## config.mk

```make
export PLATFORM = sky130hd
export DESIGN_NAME = pid_controller_clamped
export DESIGN_NICKNAME = d
export VERILOG_FILES = /design/src/design/pcc_pkg.sv /design/src/design/pcc_cfg.sv /design/src/design/pcc_mul.sv /design/src/design/pcc_div.sv /design/src/design/pid_controller_clamped.sv
export VERILOG_INCLUDE_DIRS = /design/src /design/src/design
export SDC_FILE = /design/constraint.sdc
export NUM_CORES = 2
export LEC_CHECK = 0
export BUFFER_PORTS_ARGS = -buffer_cell sky130_fd_sc_hd__buf_4
export CORE_MARGIN = 1.5
export CORE_UTILIZATION = 40
export CTS_BUF_LIST = sky130_fd_sc_hd__clkbuf_16
export CTS_CLUSTER_DIAMETER = 200
export DETAILED_ROUTE_END_ITERATION = 8
export HOLD_SLACK_MARGIN = 0.08
export PLACE_DENSITY_LB_ADDON = 0.15
export SYNTH_ARGS = -nofsm -noshare
export SYNTH_HDL_FRONTEND = slang
export SYNTH_SLANG_ARGS = --single-unit
```

## constraint.sdc

```tcl
create_clock -name clk -period 24 [get_ports clk]
set_input_delay 3.6 -clock clk [delete_from_list [all_inputs] [get_ports clk]]
set_output_delay 3.6 -clock clk [all_outputs]
set_load 0.05 [all_outputs]
```

## src/design/pid_controller_clamped_macros.svh

```systemverilog
// ----------------------------------------------------------------------------
// pid_controller_clamped_macros
// Assertion shorthands shared by the PID controller RTL.
// ----------------------------------------------------------------------------
`ifndef PID_CONTROLLER_CLAMPED_MACROS_SVH
`define PID_CONTROLLER_CLAMPED_MACROS_SVH

// same-cycle implication, sampled on clk, off while rst is high
`define PCC_ASSERT_IMP(lbl, ante, cons, msg) \
  lbl: assert property (@(posedge clk) disable iff (rst) (ante) |-> (cons)) else $error(msg);

// next-cycle implication, sampled on clk, off while rst is high
`define PCC_ASSERT_NXT(lbl, ante, cons, msg) \
  lbl: assert property (@(posedge clk) disable iff (rst) (ante) |=> (cons)) else $error(msg);

`endif

```

## src/design/pcc_pkg.sv

```systemverilog
// ----------------------------------------------------------------------------
// pcc_pkg
// Shared widths, register map and config struct of the clamped PID controller.
// ----------------------------------------------------------------------------
`default_nettype none

package pcc_pkg;

  localparam int FRAC_BITS_DEF = 16;

  // field widths
  localparam int VAL_W   = 32;
  localparam int DT_W    = 31;
  localparam int ERR_W   = 33;
  localparam int DIFF_W  = 34;
  localparam int INTEG_W = 48;

  // stream payloads
  localparam int IN_TDATA_W  = 64;
  localparam int OUT_TDATA_W = 120;

  // shared multiplier: signed A (digit-serial) times signed B
  localparam int MUL_A_W    = 48;
  localparam int MUL_B_W    = 33;
  localparam int DIG_W      = 16;
  localparam int MUL_DIGITS = MUL_A_W / DIG_W;
  localparam int PROD_W     = MUL_A_W + MUL_B_W;

  // accumulator for the three gain terms
  localparam int SUM_W = PROD_W + 2;

  localparam logic signed [INTEG_W-1:0] LIM48_MAX = 48'sh7FFF_FFFF_FFFF;
  localparam logic signed [INTEG_W-1:0] LIM48_MIN = 48'sh8000_0000_0000;

  // APB register map
  localparam int ADDR_W = 5;
  localparam int IDX_W  = 3;
  localparam logic [IDX_W-1:0] REG_GAIN_P    = 3'd0;
  localparam logic [IDX_W-1:0] REG_GAIN_I    = 3'd1;
  localparam logic [IDX_W-1:0] REG_GAIN_D    = 3'd2;
  localparam logic [IDX_W-1:0] REG_OUT_MAX   = 3'd3;
  localparam logic [IDX_W-1:0] REG_OUT_MIN   = 3'd4;
  localparam logic [IDX_W-1:0] REG_STEP_TIME = 3'd5;

  typedef struct packed {
    logic signed [VAL_W-1:0] gain_p;
    logic signed [VAL_W-1:0] gain_i;
    logic signed [VAL_W-1:0] gain_d;
    logic signed [VAL_W-1:0] out_max;
    logic signed [VAL_W-1:0] out_min;
    logic        [DT_W-1:0]  step_time;
  } pcc_cfg_t;

endpackage

`default_nettype wire

```

## src/design/pcc_cfg.sv

```systemverilog
// ----------------------------------------------------------------------------
// pcc_cfg
// APB register file holding gains, output limits and the sample period.
// ----------------------------------------------------------------------------
`default_nettype none

module pcc_cfg (
  input  logic                        clk,
  input  logic                        rst,
  input  logic                        psel,
  input  logic                        penable,
  input  logic                        pwrite,
  input  logic [pcc_pkg::ADDR_W-1:0]  paddr,
  input  logic [31:0]                 pwdata,
  output logic [31:0]                 prdata,
  output logic                        pready,
  output pcc_pkg::pcc_cfg_t           cfg
);
  import pcc_pkg::*;

  logic [IDX_W-1:0] idx;
  logic             wr_en;

  assign idx    = paddr[ADDR_W-1:2];
  assign pready = 1'b1;
  assign wr_en  = psel && penable && pwrite && pready;

  always_ff @(posedge clk) begin
    if (rst) begin
      cfg.gain_p    <= '0;
      cfg.gain_i    <= '0;
      cfg.gain_d    <= '0;
      cfg.out_max   <= 32'sh7FFF_FFFF;
      cfg.out_min   <= 32'sh8000_0000;
      cfg.step_time <= DT_W'(65536);
    end else if (wr_en) begin
      unique case (idx)
        REG_GAIN_P:    cfg.gain_p    <= pwdata;
        REG_GAIN_I:    cfg.gain_i    <= pwdata;
        REG_GAIN_D:    cfg.gain_d    <= pwdata;
        REG_OUT_MAX:   cfg.out_max   <= pwdata;
        REG_OUT_MIN:   cfg.out_min   <= pwdata;
        REG_STEP_TIME: cfg.step_time <= pwdata[DT_W-1:0];
        default: ;
      endcase
    end
  end

  always_comb begin
    unique case (idx)
      REG_GAIN_P:    prdata = cfg.gain_p;
      REG_GAIN_I:    prdata = cfg.gain_i;
      REG_GAIN_D:    prdata = cfg.gain_d;
      REG_OUT_MAX:   prdata = cfg.out_max;
      REG_OUT_MIN:   prdata = cfg.out_min;
      REG_STEP_TIME: prdata = {1'b0, cfg.step_time};
      default:       prdata = '0;
    endcase
  end

endmodule

`default_nettype wire

```

## src/design/pcc_mul.sv

```systemverilog
// ----------------------------------------------------------------------------
// pcc_mul
// Shared signed multiplier, one 16-bit digit of A per cycle, MSB digit first.
// ----------------------------------------------------------------------------
`default_nettype none

module pcc_mul (
  input  logic                                clk,
  input  logic                                rst,
  input  logic                                start,
  input  logic signed [pcc_pkg::MUL_A_W-1:0]  op_a,
  input  logic signed [pcc_pkg::MUL_B_W-1:0]  op_b,
  output logic signed [pcc_pkg::PROD_W-1:0]   prod,
  output logic                                done
);
  import pcc_pkg::*;

  localparam int CNT_W = $clog2(MUL_DIGITS);

  logic [MUL_A_W-1:0]              a_sh;
  logic signed [MUL_B_W-1:0]       b_reg;
  logic                            busy;
  logic [CNT_W-1:0]                cnt;
  logic                            first;
  logic signed [DIG_W:0]           dig;
  logic signed [MUL_B_W+DIG_W:0]   pp;

  // top digit carries the sign, lower digits are unsigned
  assign first = (cnt == '0);
  assign dig   = first ? {a_sh[MUL_A_W-1], a_sh[MUL_A_W-1 -: DIG_W]}
                       : {1'b0, a_sh[MUL_A_W-1 -: DIG_W]};
  assign pp    = b_reg * dig;

  always_ff @(posedge clk) begin
    if (rst) begin
      busy <= 1'b0;
      done <= 1'b0;
      cnt  <= '0;
    end else begin
      done <= 1'b0;
      if (start) begin
        busy <= 1'b1;
        cnt  <= '0;
      end else if (busy) begin
        if (cnt == CNT_W'(MUL_DIGITS - 1)) begin
          busy <= 1'b0;
          done <= 1'b1;
        end else begin
          cnt <= cnt + 1'b1;
        end
      end
    end
  end

  always_ff @(posedge clk) begin
    if (start) begin
      a_sh  <= op_a;
      b_reg <= op_b;
    end else if (busy) begin
      prod <= first ? PROD_W'(pp) : (prod <<< DIG_W) + PROD_W'(pp);
      a_sh <= a_sh << DIG_W;
    end
  end

endmodule

`default_nettype wire

```

## src/design/pcc_div.sv

```systemverilog
// ----------------------------------------------------------------------------
// pcc_div
// Derivative divider: (diff << FRAC_BITS) / dt, radix-4 restoring, truncated
// toward zero and saturated to 48 signed bits.
// ----------------------------------------------------------------------------
`default_nettype none

module pcc_div #(
  parameter int FRAC_BITS = pcc_pkg::FRAC_BITS_DEF
) (
  input  logic                                clk,
  input  logic                                rst,
  input  logic                                start,
  input  logic signed [pcc_pkg::DIFF_W-1:0]   diff,
  input  logic [pcc_pkg::DT_W-1:0]            period,
  output logic signed [pcc_pkg::INTEG_W-1:0]  deriv,
  output logic                                valid
);
  import pcc_pkg::*;

  // magnitude of diff is below 2^33, so the dividend needs 33+FRAC_BITS bits
  localparam int STEPS = (FRAC_BITS + DIFF_W) / 2;
  localparam int DW    = 2 * STEPS;
  localparam int CW    = $clog2(STEPS);
  localparam int EW    = (DW > INTEG_W) ? DW : INTEG_W;
  localparam logic [EW-1:0] POS_LIM = EW'(48'h7FFF_FFFF_FFFF);
  localparam logic [EW-1:0] NEG_LIM = EW'(48'h8000_0000_0000);

  logic                      busy;
  logic                      fin;
  logic [CW-1:0]             cnt;
  logic                      neg;
  logic [DT_W-1:0]           dt_reg;
  logic [DT_W-1:0]           rem;
  logic [DW-1:0]             dvd;
  logic [DIFF_W-1:0]         mag_in;
  logic [DT_W:0]             t1;
  logic [DT_W:0]             t2;
  logic                      ge1;
  logic                      ge2;
  logic [DT_W-1:0]           r1;
  logic [DT_W-1:0]           r2;
  logic [EW-1:0]             q_ext;
  logic signed [INTEG_W-1:0] deriv_next;

  assign mag_in = diff[DIFF_W-1] ? (~diff + 1'b1) : diff;

  // two quotient bits per cycle
  assign t1  = {rem, dvd[DW-1]};
  assign ge1 = (t1 >= {1'b0, dt_reg});
  assign r1  = ge1 ? DT_W'(t1 - {1'b0, dt_reg}) : t1[DT_W-1:0];
  assign t2  = {r1, dvd[DW-2]};
  assign ge2 = (t2 >= {1'b0, dt_reg});
  assign r2  = ge2 ? DT_W'(t2 - {1'b0, dt_reg}) : t2[DT_W-1:0];

  assign q_ext = EW'(dvd);

  always_comb begin
    if (!neg) begin
      deriv_next = (q_ext > POS_LIM) ? LIM48_MAX : $signed(q_ext[INTEG_W-1:0]);
    end else begin
      deriv_next = (q_ext > NEG_LIM) ? LIM48_MIN : -$signed(q_ext[INTEG_W-1:0]);
    end
  end

  always_ff @(posedge clk) begin
    if (rst) begin
      busy  <= 1'b0;
      fin   <= 1'b0;
      valid <= 1'b0;
      cnt   <= '0;
    end else if (start) begin
      busy  <= 1'b1;
      fin   <= 1'b0;
      valid <= 1'b0;
      cnt   <= CW'(STEPS - 1);
    end else if (busy) begin
      if (cnt == '0) begin
        busy <= 1'b0;
        fin  <= 1'b1;
      end else begin
        cnt <= cnt - 1'b1;
      end
    end else if (fin) begin
      fin   <= 1'b0;
      valid <= 1'b1;
    end
  end

  always_ff @(posedge clk) begin
    if (start) begin
      neg    <= diff[DIFF_W-1];
      dt_reg <= period;
      rem    <= '0;
      dvd    <= {{(DW - DIFF_W){1'b0}}, mag_in} << FRAC_BITS;
    end else if (busy) begin
      rem <= r2;
      dvd <= {dvd[DW-3:0], ge1, ge2};
    end else if (fin) begin
      deriv <= deriv_next;
    end
  end

endmodule

`default_nettype wire

```

## src/design/pid_controller_clamped.sv

```systemverilog
// ----------------------------------------------------------------------------
// pid_controller_clamped
// Clamped discrete PID controller in signed fixed point.
// ----------------------------------------------------------------------------
// Usage:
//   s_tdata carries one sample (setpoint, measured); each transfer gives one
//   result on m_tdata (drive, integral_now, error_now). Gains, limits and
//   the sample period dt are set over the APB port while the block is idle.
//   The radix-4 derivative divider sets the latency from input transfer to
//   m_tvalid; the shared digit-serial multiplier runs err*dt and the P and
//   I terms meanwhile and the D term after the divider finishes.
//   Flow: one item at a time; s_tready is high only when idle, so no new
//   transfer is taken until the previous item has reached the output register.
//   A finished result waits in the output register, and the next input is
//   taken while it waits. If the receiver still stalls when the following
//   result is ready, the block holds that result internally until the
//   output register frees.
//   Reset clears the integral and the previous error, restores the register
//   defaults (unity dt, full-range limits, zero gains) and empties the output.
// ----------------------------------------------------------------------------
`default_nettype none

module pid_controller_clamped #(
  parameter int FRAC_BITS = pcc_pkg::FRAC_BITS_DEF
) (
  input  logic                                clk,
  input  logic                                rst,
  // from bit 0 up: setpoint, measured
  input  logic                                s_tvalid,
  output logic                                s_tready,
  input  logic [pcc_pkg::IN_TDATA_W-1:0]      s_tdata,
  // from bit 0 up: drive, integral_now, error_now, zero pad
  output logic                                m_tvalid,
  input  logic                                m_tready,
  output logic [pcc_pkg::OUT_TDATA_W-1:0]     m_tdata,
  input  logic                                psel,
  input  logic                                penable,
  input  logic                                pwrite,
  input  logic [pcc_pkg::ADDR_W-1:0]          paddr,
  input  logic [31:0]                         pwdata,
  output logic [31:0]                         prdata,
  output logic                                pready
);
  import pcc_pkg::*;

`include "pid_controller_clamped_macros.svh"

  localparam logic [3:0] ST_IDLE   = 4'd0;
  localparam logic [3:0] ST_INC    = 4'd1;
  localparam logic [3:0] ST_INC_W  = 4'd2;
  localparam logic [3:0] ST_PROP   = 4'd3;
  localparam logic [3:0] ST_PROP_W = 4'd4;
  localparam logic [3:0] ST_INTG   = 4'd5;
  localparam logic [3:0] ST_INTG_W = 4'd6;
  localparam logic [3:0] ST_DER    = 4'd7;
  localparam logic [3:0] ST_DER_W  = 4'd8;
  localparam logic [3:0] ST_CLAMP  = 4'd9;

  pcc_cfg_t                  cfg;
  logic [3:0]                state;
  logic [3:0]                state_next;
  logic signed [ERR_W-1:0]   err;
  logic signed [ERR_W-1:0]   last_error;
  logic signed [INTEG_W-1:0] integral_acc;
  logic signed [SUM_W-1:0]   sum;

  logic                      accept;
  logic                      out_free;
  logic [DT_W-1:0]           dt_eff;
  logic signed [DIFF_W-1:0]  diff;

  logic                      mul_start;
  logic signed [MUL_A_W-1:0] mul_a;
  logic signed [MUL_B_W-1:0] mul_b;
  logic signed [PROD_W-1:0]  mul_prod;
  logic                      mul_done;

  logic                      div_start;
  logic signed [INTEG_W-1:0] deriv;
  logic                      div_valid;

  logic signed [PROD_W-1:0]  prod_sh;
  logic signed [64:0]        integ_sum;
  logic signed [INTEG_W-1:0] integ_next;
  logic signed [SUM_W-1:0]   sum_sh;
  logic signed [VAL_W-1:0]   drive;

  pcc_cfg u_cfg (
    .clk     (clk),
    .rst     (rst),
    .psel    (psel),
    .penable (penable),
    .pwrite  (pwrite),
    .paddr   (paddr),
    .pwdata  (pwdata),
    .prdata  (prdata),
    .pready  (pready),
    .cfg     (cfg)
  );

  pcc_mul u_mul (
    .clk   (clk),
    .rst   (rst),
    .start (mul_start),
    .op_a  (mul_a),
    .op_b  (mul_b),
    .prod  (mul_prod),
    .done  (mul_done)
  );

  pcc_div #(
    .FRAC_BITS (FRAC_BITS)
  ) u_div (
    .clk    (clk),
    .rst    (rst),
    .start  (div_start),
    .diff   (diff),
    .period (dt_eff),
    .deriv  (deriv),
    .valid  (div_valid)
  );

  assign s_tready = (state == ST_IDLE);
  assign accept   = s_tvalid && s_tready;
  assign out_free = !m_tvalid || m_tready;
  assign dt_eff   = (cfg.step_time == '0) ? DT_W'(1) : cfg.step_time;
  assign diff     = DIFF_W'(err) - DIFF_W'(last_error);

  assign div_start = (state == ST_INC);

  always_comb begin
    mul_start = 1'b0;
    mul_a     = MUL_A_W'(err);
    mul_b     = '0;
    unique case (state)
      ST_INC: begin
        mul_start = 1'b1;
        mul_b     = {2'b00, dt_eff};
      end
      ST_PROP: begin
        mul_start = 1'b1;
        mul_b     = MUL_B_W'(cfg.gain_p);
      end
      ST_INTG: begin
        mul_start = 1'b1;
        mul_a     = integral_acc;
        mul_b     = MUL_B_W'(cfg.gain_i);
      end
      ST_DER: begin
        mul_start = div_valid;
        mul_a     = deriv;
        mul_b     = MUL_B_W'(cfg.gain_d);
      end
      default: ;
    endcase
  end

  // integral update: floor(err*dt / 2^F) added with 48-bit saturation
  assign prod_sh   = mul_prod >>> FRAC_BITS;
  assign integ_sum = 65'(integral_acc) + $signed(prod_sh[64:0]);
  always_comb begin
    if (integ_sum > 65'(LIM48_MAX)) begin
      integ_next = LIM48_MAX;
    end else if (integ_sum < 65'(LIM48_MIN)) begin
      integ_next = LIM48_MIN;
    end else begin
      integ_next = integ_sum[INTEG_W-1:0];
    end
  end

  // upper limit is tested first: when the limits cross, a sum above out_max gives out_max, any other sum out_min
  assign sum_sh = sum >>> FRAC_BITS;
  always_comb begin
    if (sum_sh > SUM_W'(cfg.out_max)) begin
      drive = cfg.out_max;
    end else if (sum_sh < SUM_W'(cfg.out_min)) begin
      drive = cfg.out_min;
    end else begin
      drive = sum_sh[VAL_W-1:0];
    end
  end

  always_comb begin
    state_next = state;
    unique case (state)
      ST_IDLE:   if (accept) state_next = ST_INC;
      ST_INC:    state_next = ST_INC_W;
      ST_INC_W:  if (mul_done) state_next = ST_PROP;
      ST_PROP:   state_next = ST_PROP_W;
      ST_PROP_W: if (mul_done) state_next = ST_INTG;
      ST_INTG:   state_next = ST_INTG_W;
      ST_INTG_W: if (mul_done) state_next = ST_DER;
      ST_DER:    if (div_valid) state_next = ST_DER_W;
      ST_DER_W:  if (mul_done) state_next = ST_CLAMP;
      ST_CLAMP:  if (out_free) state_next = ST_IDLE;
      default:   state_next = ST_IDLE;
    endcase
  end

  always_ff @(posedge clk) begin
    if (rst) begin
      state        <= ST_IDLE;
      integral_acc <= '0;
      last_error   <= '0;
      m_tvalid     <= 1'b0;
    end else begin
      state <= state_next;
      if (state == ST_INC_W && mul_done) begin
        integral_acc <= integ_next;
      end
      if (state == ST_CLAMP && out_free) begin
        last_error <= err;
        m_tvalid   <= 1'b1;
      end else if (m_tready) begin
        m_tvalid <= 1'b0;
      end
    end
  end

  always_ff @(posedge clk) begin
    if (accept) begin
      err <= ERR_W'($signed(s_tdata[VAL_W-1:0])) -
             ERR_W'($signed(s_tdata[2*VAL_W-1:VAL_W]));
    end
    if (mul_done) begin
      if (state == ST_PROP_W) begin
        sum <= SUM_W'(mul_prod);
      end else if (state == ST_INTG_W || state == ST_DER_W) begin
        sum <= sum + SUM_W'(mul_prod);
      end
    end
    if (state == ST_CLAMP && out_free) begin
      m_tdata <= {{(OUT_TDATA_W - VAL_W - INTEG_W - ERR_W){1'b0}},
                  err, integral_acc, drive};
    end
  end

  `PCC_ASSERT_NXT(a_one_item_at_a_time, s_tvalid && s_tready, !s_tready, "input taken while busy")
  `PCC_ASSERT_IMP(a_mul_idle_when_idle, state == ST_IDLE, !mul_done, "multiplier finished while idle")
  `PCC_ASSERT_NXT(a_der_waits_divider, state == ST_DER && !div_valid, state == ST_DER, "D term started before the divider finished")

endmodule

`default_nettype wire
```

; ---- Word level (Yosys, flattened, before mapping)
; Cells that the tools add are included.
[totals]
input_bits = 108
regBits = 841
[classes]
eq_ne = 23
reduce_logical = 36
muxes = 43
n_mul = 1
n_addsub = 11
n_bitwise = 7
n_lt_le_gt_ge = 8
[ops]
columns = cell, n
row1 = $mux W48, 7
row2 = $pmux W32 S6, 1
row3 = $mux W83, 2
row4 = $pmux W33 S4, 1
row5 = $mux W50, 2
row6 = $pmux W48 S2, 1
row7 = $mux W31, 3
row8 = $add A83 B81 Y83, 1
row9 = $add A81 B50 Y81, 1
row10 = $mux W81, 1
row11 = $gt A67 B32 Y1, 1
row12 = $lt A67 B32 Y1, 1
row13 = $add A48 B65 Y65, 1
row14 = $gt A65 B48 Y1 const B, 1
row15 = $lt A65 B48 Y1 const B, 1
row16 = $ge A32 B31 Y1, 2
row17 = $mux W32, 2
row18 = $sub A31 B31 Y31, 2
row19 = $gt A50 B47 Y1 const B, 1
row20 = $gt A50 B48 Y1 const B, 1
row21 = $mul A33 B17 Y50, 1
row22 = $neg A48 Y48, 1
row23 = $pmux W4 S10, 1
row24 = $add A34 B1 Y34 const B, 1
row25 = other kinds (36), 92

; ---- Logic depth before layout (Yosys ltp)
[logic_depth]
ltp_word = 5
mapped_depth = 41
mapped_depth_nobuf = 39

; ---- By module
; From an unflattened synthesis, not the netlist that was laid out.
[unflattened]
cells_unflattened = 8968
area_unflattened_um2 = 79511.3
[by_module_without_submodules]
columns = mod, area_each_um2, seq_area_each_um2, instances, cells_per_inst
row1 = pcc_mul, 29746.0, 4944.7, 1, 3159
row2 = pid_controller_clamped, 28648.7, 8598.2, 1, 3354
row3 = pcc_div, 12210.5, 4524.3, 1, 1393
row4 = pcc_cfg, 8906.0, 3823.7, 1, 1062

; ---- Worst setup path before layout
; OpenSTA, ideal clock, no wires.
[synth_timing]
kind = flip-flop to flip-flop
start = register u_mul.cnt[0]
end = register u_mul.prod[80] (netlist name) (data pin)
required_time_ns = 23.667
t_arrival_ns = 10.240
slack_ns = 13.427
path_stages_with_launch = 37
setup_time_ns = 0.333
period_less_slack_ns = 10.573
path_buffers = 1
path_cell_list = dfxtp_1 > inv_1 > ha_1 > nand2_1 > or2_2 > fa_1 > fa_1 > inv_1 > fa_1 > fa_1 > fa_1 > inv_1 > fa_1 > inv_1 > ha_1 > inv_1 > o31ai_1 > a21oi_1 > o22ai_1 > a21o_1 > a2111oi_0 > or3_1 > o211ai_1 > a21oi_1 > xnor2_1 > ha_1 > clkbuf_1 > nand2_1 > nor2_1 > or4b_2 > nor3_1 > o21ai_0 > a211oi_1 > nand3b_1 > a31o_2 > o311ai_0 > xor2_1
[synth_between]
elab_chain_len = 5
[synth_lines]
columns = item, line_no
row1 = from (decl), pcc_mul.sv:23  ; logic [CNT_W-1:0] cnt;
row2 = from (signal assigned), pcc_mul.sv:49  ; cnt <= cnt + 1'b1;
row3 = $logic_not A2 Y1 *, pcc_mul.sv:29  ; assign first = (cnt == '0);
row4 = $mux W17, pcc_mul.sv:30  ; assign dig = first ? {a_sh[MUL_A_W-1], a_sh[MUL_A_W-1 -: DIG_W]}
row5 = $mul A33 B17 Y50, pcc_mul.sv:32  ; assign pp = b_reg * dig;
row6 = $add A81 B50 Y81, pcc_mul.sv:60  ; prod <= first ? PROD_W'(pp) : (prod <<< DIG_W) + PROD_W'(pp);
row7 = $mux W81 *, pcc_mul.sv:60
row8 = to (signal assigned), pcc_mul.sv:60
row9 = to (decl), pcc_mul.sv:13  ; output logic signed [pcc_pkg::PROD_W-1:0] prod,
; Mark *: on every way between the ends. The rest lies on a longest branch, timed or not.
; A chain may end at the register's enable or synchronous reset.

; ---- Worst setup path in the final report
[layout_timing]
start = register u_mul.cnt[0]
end = register u_mul.prod[79] (netlist name) (data pin)
; Same word-level chain as after synthesis.

==> results summary <==
The floorplan has 160 rows. In the synthesized netlist, the number of instances is 8798. The number of global-route vias before repair is roughly 64000. TritonCTS built the clock tree.

Max-cap violations in this run came to 0. The synthesis warning total came out at 0. The max-slew violation count is 0.

Setup repair after global routing left no endpoint under its margin. Global routing finished with a remaining overflow of 0. The initial utilization of the core area, before any placement, comes to 40.22%. The number of nets still failing antenna checks after routing came out at 0. The relative slew slack is between 20% and 30%. The horizontal die dimension is 440.1 um.

The worst path uses 50.47% of the clock period. The first global-routing pass estimated 397300 um of wire. The placer congestion estimate is between 0.9 and 1. The number of antenna violations at the first check in global routing came out at 12.

The total clock buffers created by CTS is 98. For this run, the register share of the synthesized area comes to 28.61%. The layout-stage area growth over the synthesis result came out at 9.884%. The post-synthesis area per instance is 8.685 um2. The area after detailed placement came out at 80550 um2. In this run the vertical extent of the chip is 440.1 um.

The final hold violation count is 0. In the layout the commonest cells are sky130_fd_sc_hd__nand2_1 (1209), sky130_fd_sc_hd__inv_1 (929), sky130_fd_sc_hd__a21oi_1 (744), sky130_fd_sc_hd__ha_1 (599), sky130_fd_sc_hd__fa_1 (533). The critical path data arrival time is 12.54 ns. Summing all flip-flop and latch instances after layout gives approximately 22000 um2. Dividing the detail-routed wire length by the instance count gives 23.09 um. The ratio of cells with drive above 1 in the final layout came out at 6.822%. The number of enable flip-flop cells after synthesis is 504. The number of violations reported at the end of detailed-routing iteration 0 is 5376.

The setup path with the least slack is of type flop to flop. The run finished with clean final reports. On the worst path, the slowest cell contributes a delay of 0.67 ns.

The detailed-route DRC error count is 0. The min-delay analysis places its worst path in the category flop to flop. The combined area of the multi-input logic cells is 49450 um2.

The clock transition at the registers of the reported paths is 0.06 ns. Leaving out fill and tap cells, the most frequent cell in the layout is sky130_fd_sc_hd__nand2_1. The clock network latency to the later pin of the worst-skew pair came out at a little under 0.8 ns. For this run, asynchronously set or reset flops after synthesis account for 0%.

The routed layout has around 65000 vias. The maximum fanout along the worst path came out at 33. Cells fill 44.19% of the core in the end. After floorplanning, the core was sized to cover 190000 um2. STA classifies the critical path endpoint as a flop. The final setup violation count came out at 0.

On the critical path the largest part of the delay comes from adder cells. The register with the most flip-flops in the final layout is u_cfg.cfg. The quantity of gates resized following cts came out at 0.

The number of setup buffers added after CTS is 0. The number of hold buffers added after cts came out at 0. The maximum clock skew at final layout came out at 0.07516 ns. The type of origin of the critical path is a flop. Summed over all nets, the half-perimeter wirelength after detailed placement is 197500 um. The required time of the worst setup path came out at roughly 24 ns.

The setup TNS after final layout came out at 0 ns. The largest registers in the layout are u_cfg.cfg x191, m_tdata x113, sum x83. The H-tree depth is 3.

The area enclosed by the die boundary came out at between 150000 and 200000 um2. The number of nets in the layout came out at 10020. The post-route minimum period came out at approximately 12 ns.

The area of all placed cells without fillers is 83960 um2. The number of buffers and inverters on the critical path is 5. The register bit count reported by yosys came out at 840. The layout has 18650 filler cells. The mapped netlist covers 76410 um2. Pin placement for this block handled 263 I/O pins. After synthesis, the netlist uses 92 different library cells. In the routed layout, each cell is associated on average with a via count of 5.697.

Global routing consumed, over all layers together, about 27% of the routing resources. Among all stages on the critical path, the largest delay is contributed by sky130_fd_sc_hd__nor4_1. The first detailed-routing pass took 6 iterations. Input and output buffers added on the ports amount to around 250. Based on the critical path, the design can be clocked at up to 82.55 MHz. The flip-flop count of the largest register, all copies and words added came out at 191. The most numerous cell type found on the critical path is sky130_fd_sc_hd__fa_1. The clock root buffer master is sky130_fd_sc_hd__clkbuf_16. The slew at the pin with the worst max-slew slack is 1.131 ns. For this run, the leading register cell type out of synthesis is sky130_fd_sc_hd__edfxtp_1. The total wire length after detailed routing came out at between 200000 and 300000 um. The clock sink count came out at 840.

The largest buffer count on any clock path came out at 3. The maximum number of pins on one net before global-route repair came out at 192.
==> routing by layer <==
metal	wire length, um	global-route usage (%)
met1	114600	36.13
met2	120900	44.02
met3	15890	3.132
met4	11440	10.66
met5	0	0
==> tightest hold or removal path, delay by kind of cell (launching register included) <==
kind | cells | cell delay (ns)
DFF | 1 | 0.33
and+or+nand+nor | 2 | 0.11
==> final timing paths <==
| check | start | to | slack [ns] | cells past startpoint |
|---|---|---|---|---|
| worst max-delay path | u_mul.cnt[0] | u_mul.prod[79] | 11.89 | 37 |
| worst min-delay path | u_mul.busy | u_mul.done | 0.45 | 2 |
| worst max register to register | u_mul.cnt[0] | u_mul.prod[79] | 11.89 | 37 |
| worst min register to register | u_mul.busy | u_mul.done | 0.45 | 2 |
==> synthesized netlist by cell type, drive strengths merged (69+ instances only) <==
cell type | instances | area share [%]
nand2 | 1217 | 6.0
ha | 600 | 9.8
a31oi | 69 | 0.56
nor2 | 491 | 2.4
mux2i | 96 | 1.3
nand4 | 125 | 1.0
a21oi | 745 | 4.9
fa | 533 | 14
nor3 | 100 | 0.66
o21ai | 458 | 3.0
nand3 | 162 | 1.1
edfxtp | 504 | 20
xor2 | 146 | 1.7
and2 | 250 | 2.0
xnor2 | 214 | 2.5
dfxtp | 336 | 8.8
clkbuf | 436 | 2.1
inv | 908 | 4.5
a22oi | 193 | 1.9
a21o | 263 | 2.6
nand2b | 82 | 0.67
==> kinds of logic (layout without fill, tap and decap cells) <==
family	count (synthesis)	after routing	synth area share, %
and+or+nand+nor	2703	2703	16.36
AOI/OAI and AO/OA	2266	2266	18.75
buffers and inverters	1385	1449	6.904
adders and majority gates	1133	1133	23.79
DFF	840	840	28.61
xor gates and xnor gates	360	360	4.127
muxes	109	109	1.449
other	2	12	0.009829
==> layout make-up <==
cell class | instances | share of cell area [%]
well taps | 2511 | 3.742
flip-flops and latches | 840 | 26.04
inverters | 910 | 4.076
multi-input cells | 6579 | 58.90
diodes | 4 | 0.01192
clock inverters | 85 | 1.042
clock buffers | 101 | 3.010
repair buffers | 353 | 3.180
==> per-stage QoR <==
step                cells  hold slack, ns  worst slack [ns]
floorplan            8804          0.4259             13.43
global placement    11190          0.4420             12.19
detailed placement  11190          0.4470             12.13
CTS                 11380          0.4480             12.00
global route        11380          0.4692             11.14
finish              11380          0.4482             11.89
Power is not shown: default switching activity piles up to over one toggle a cycle in this logic, so the estimate is an artifact.
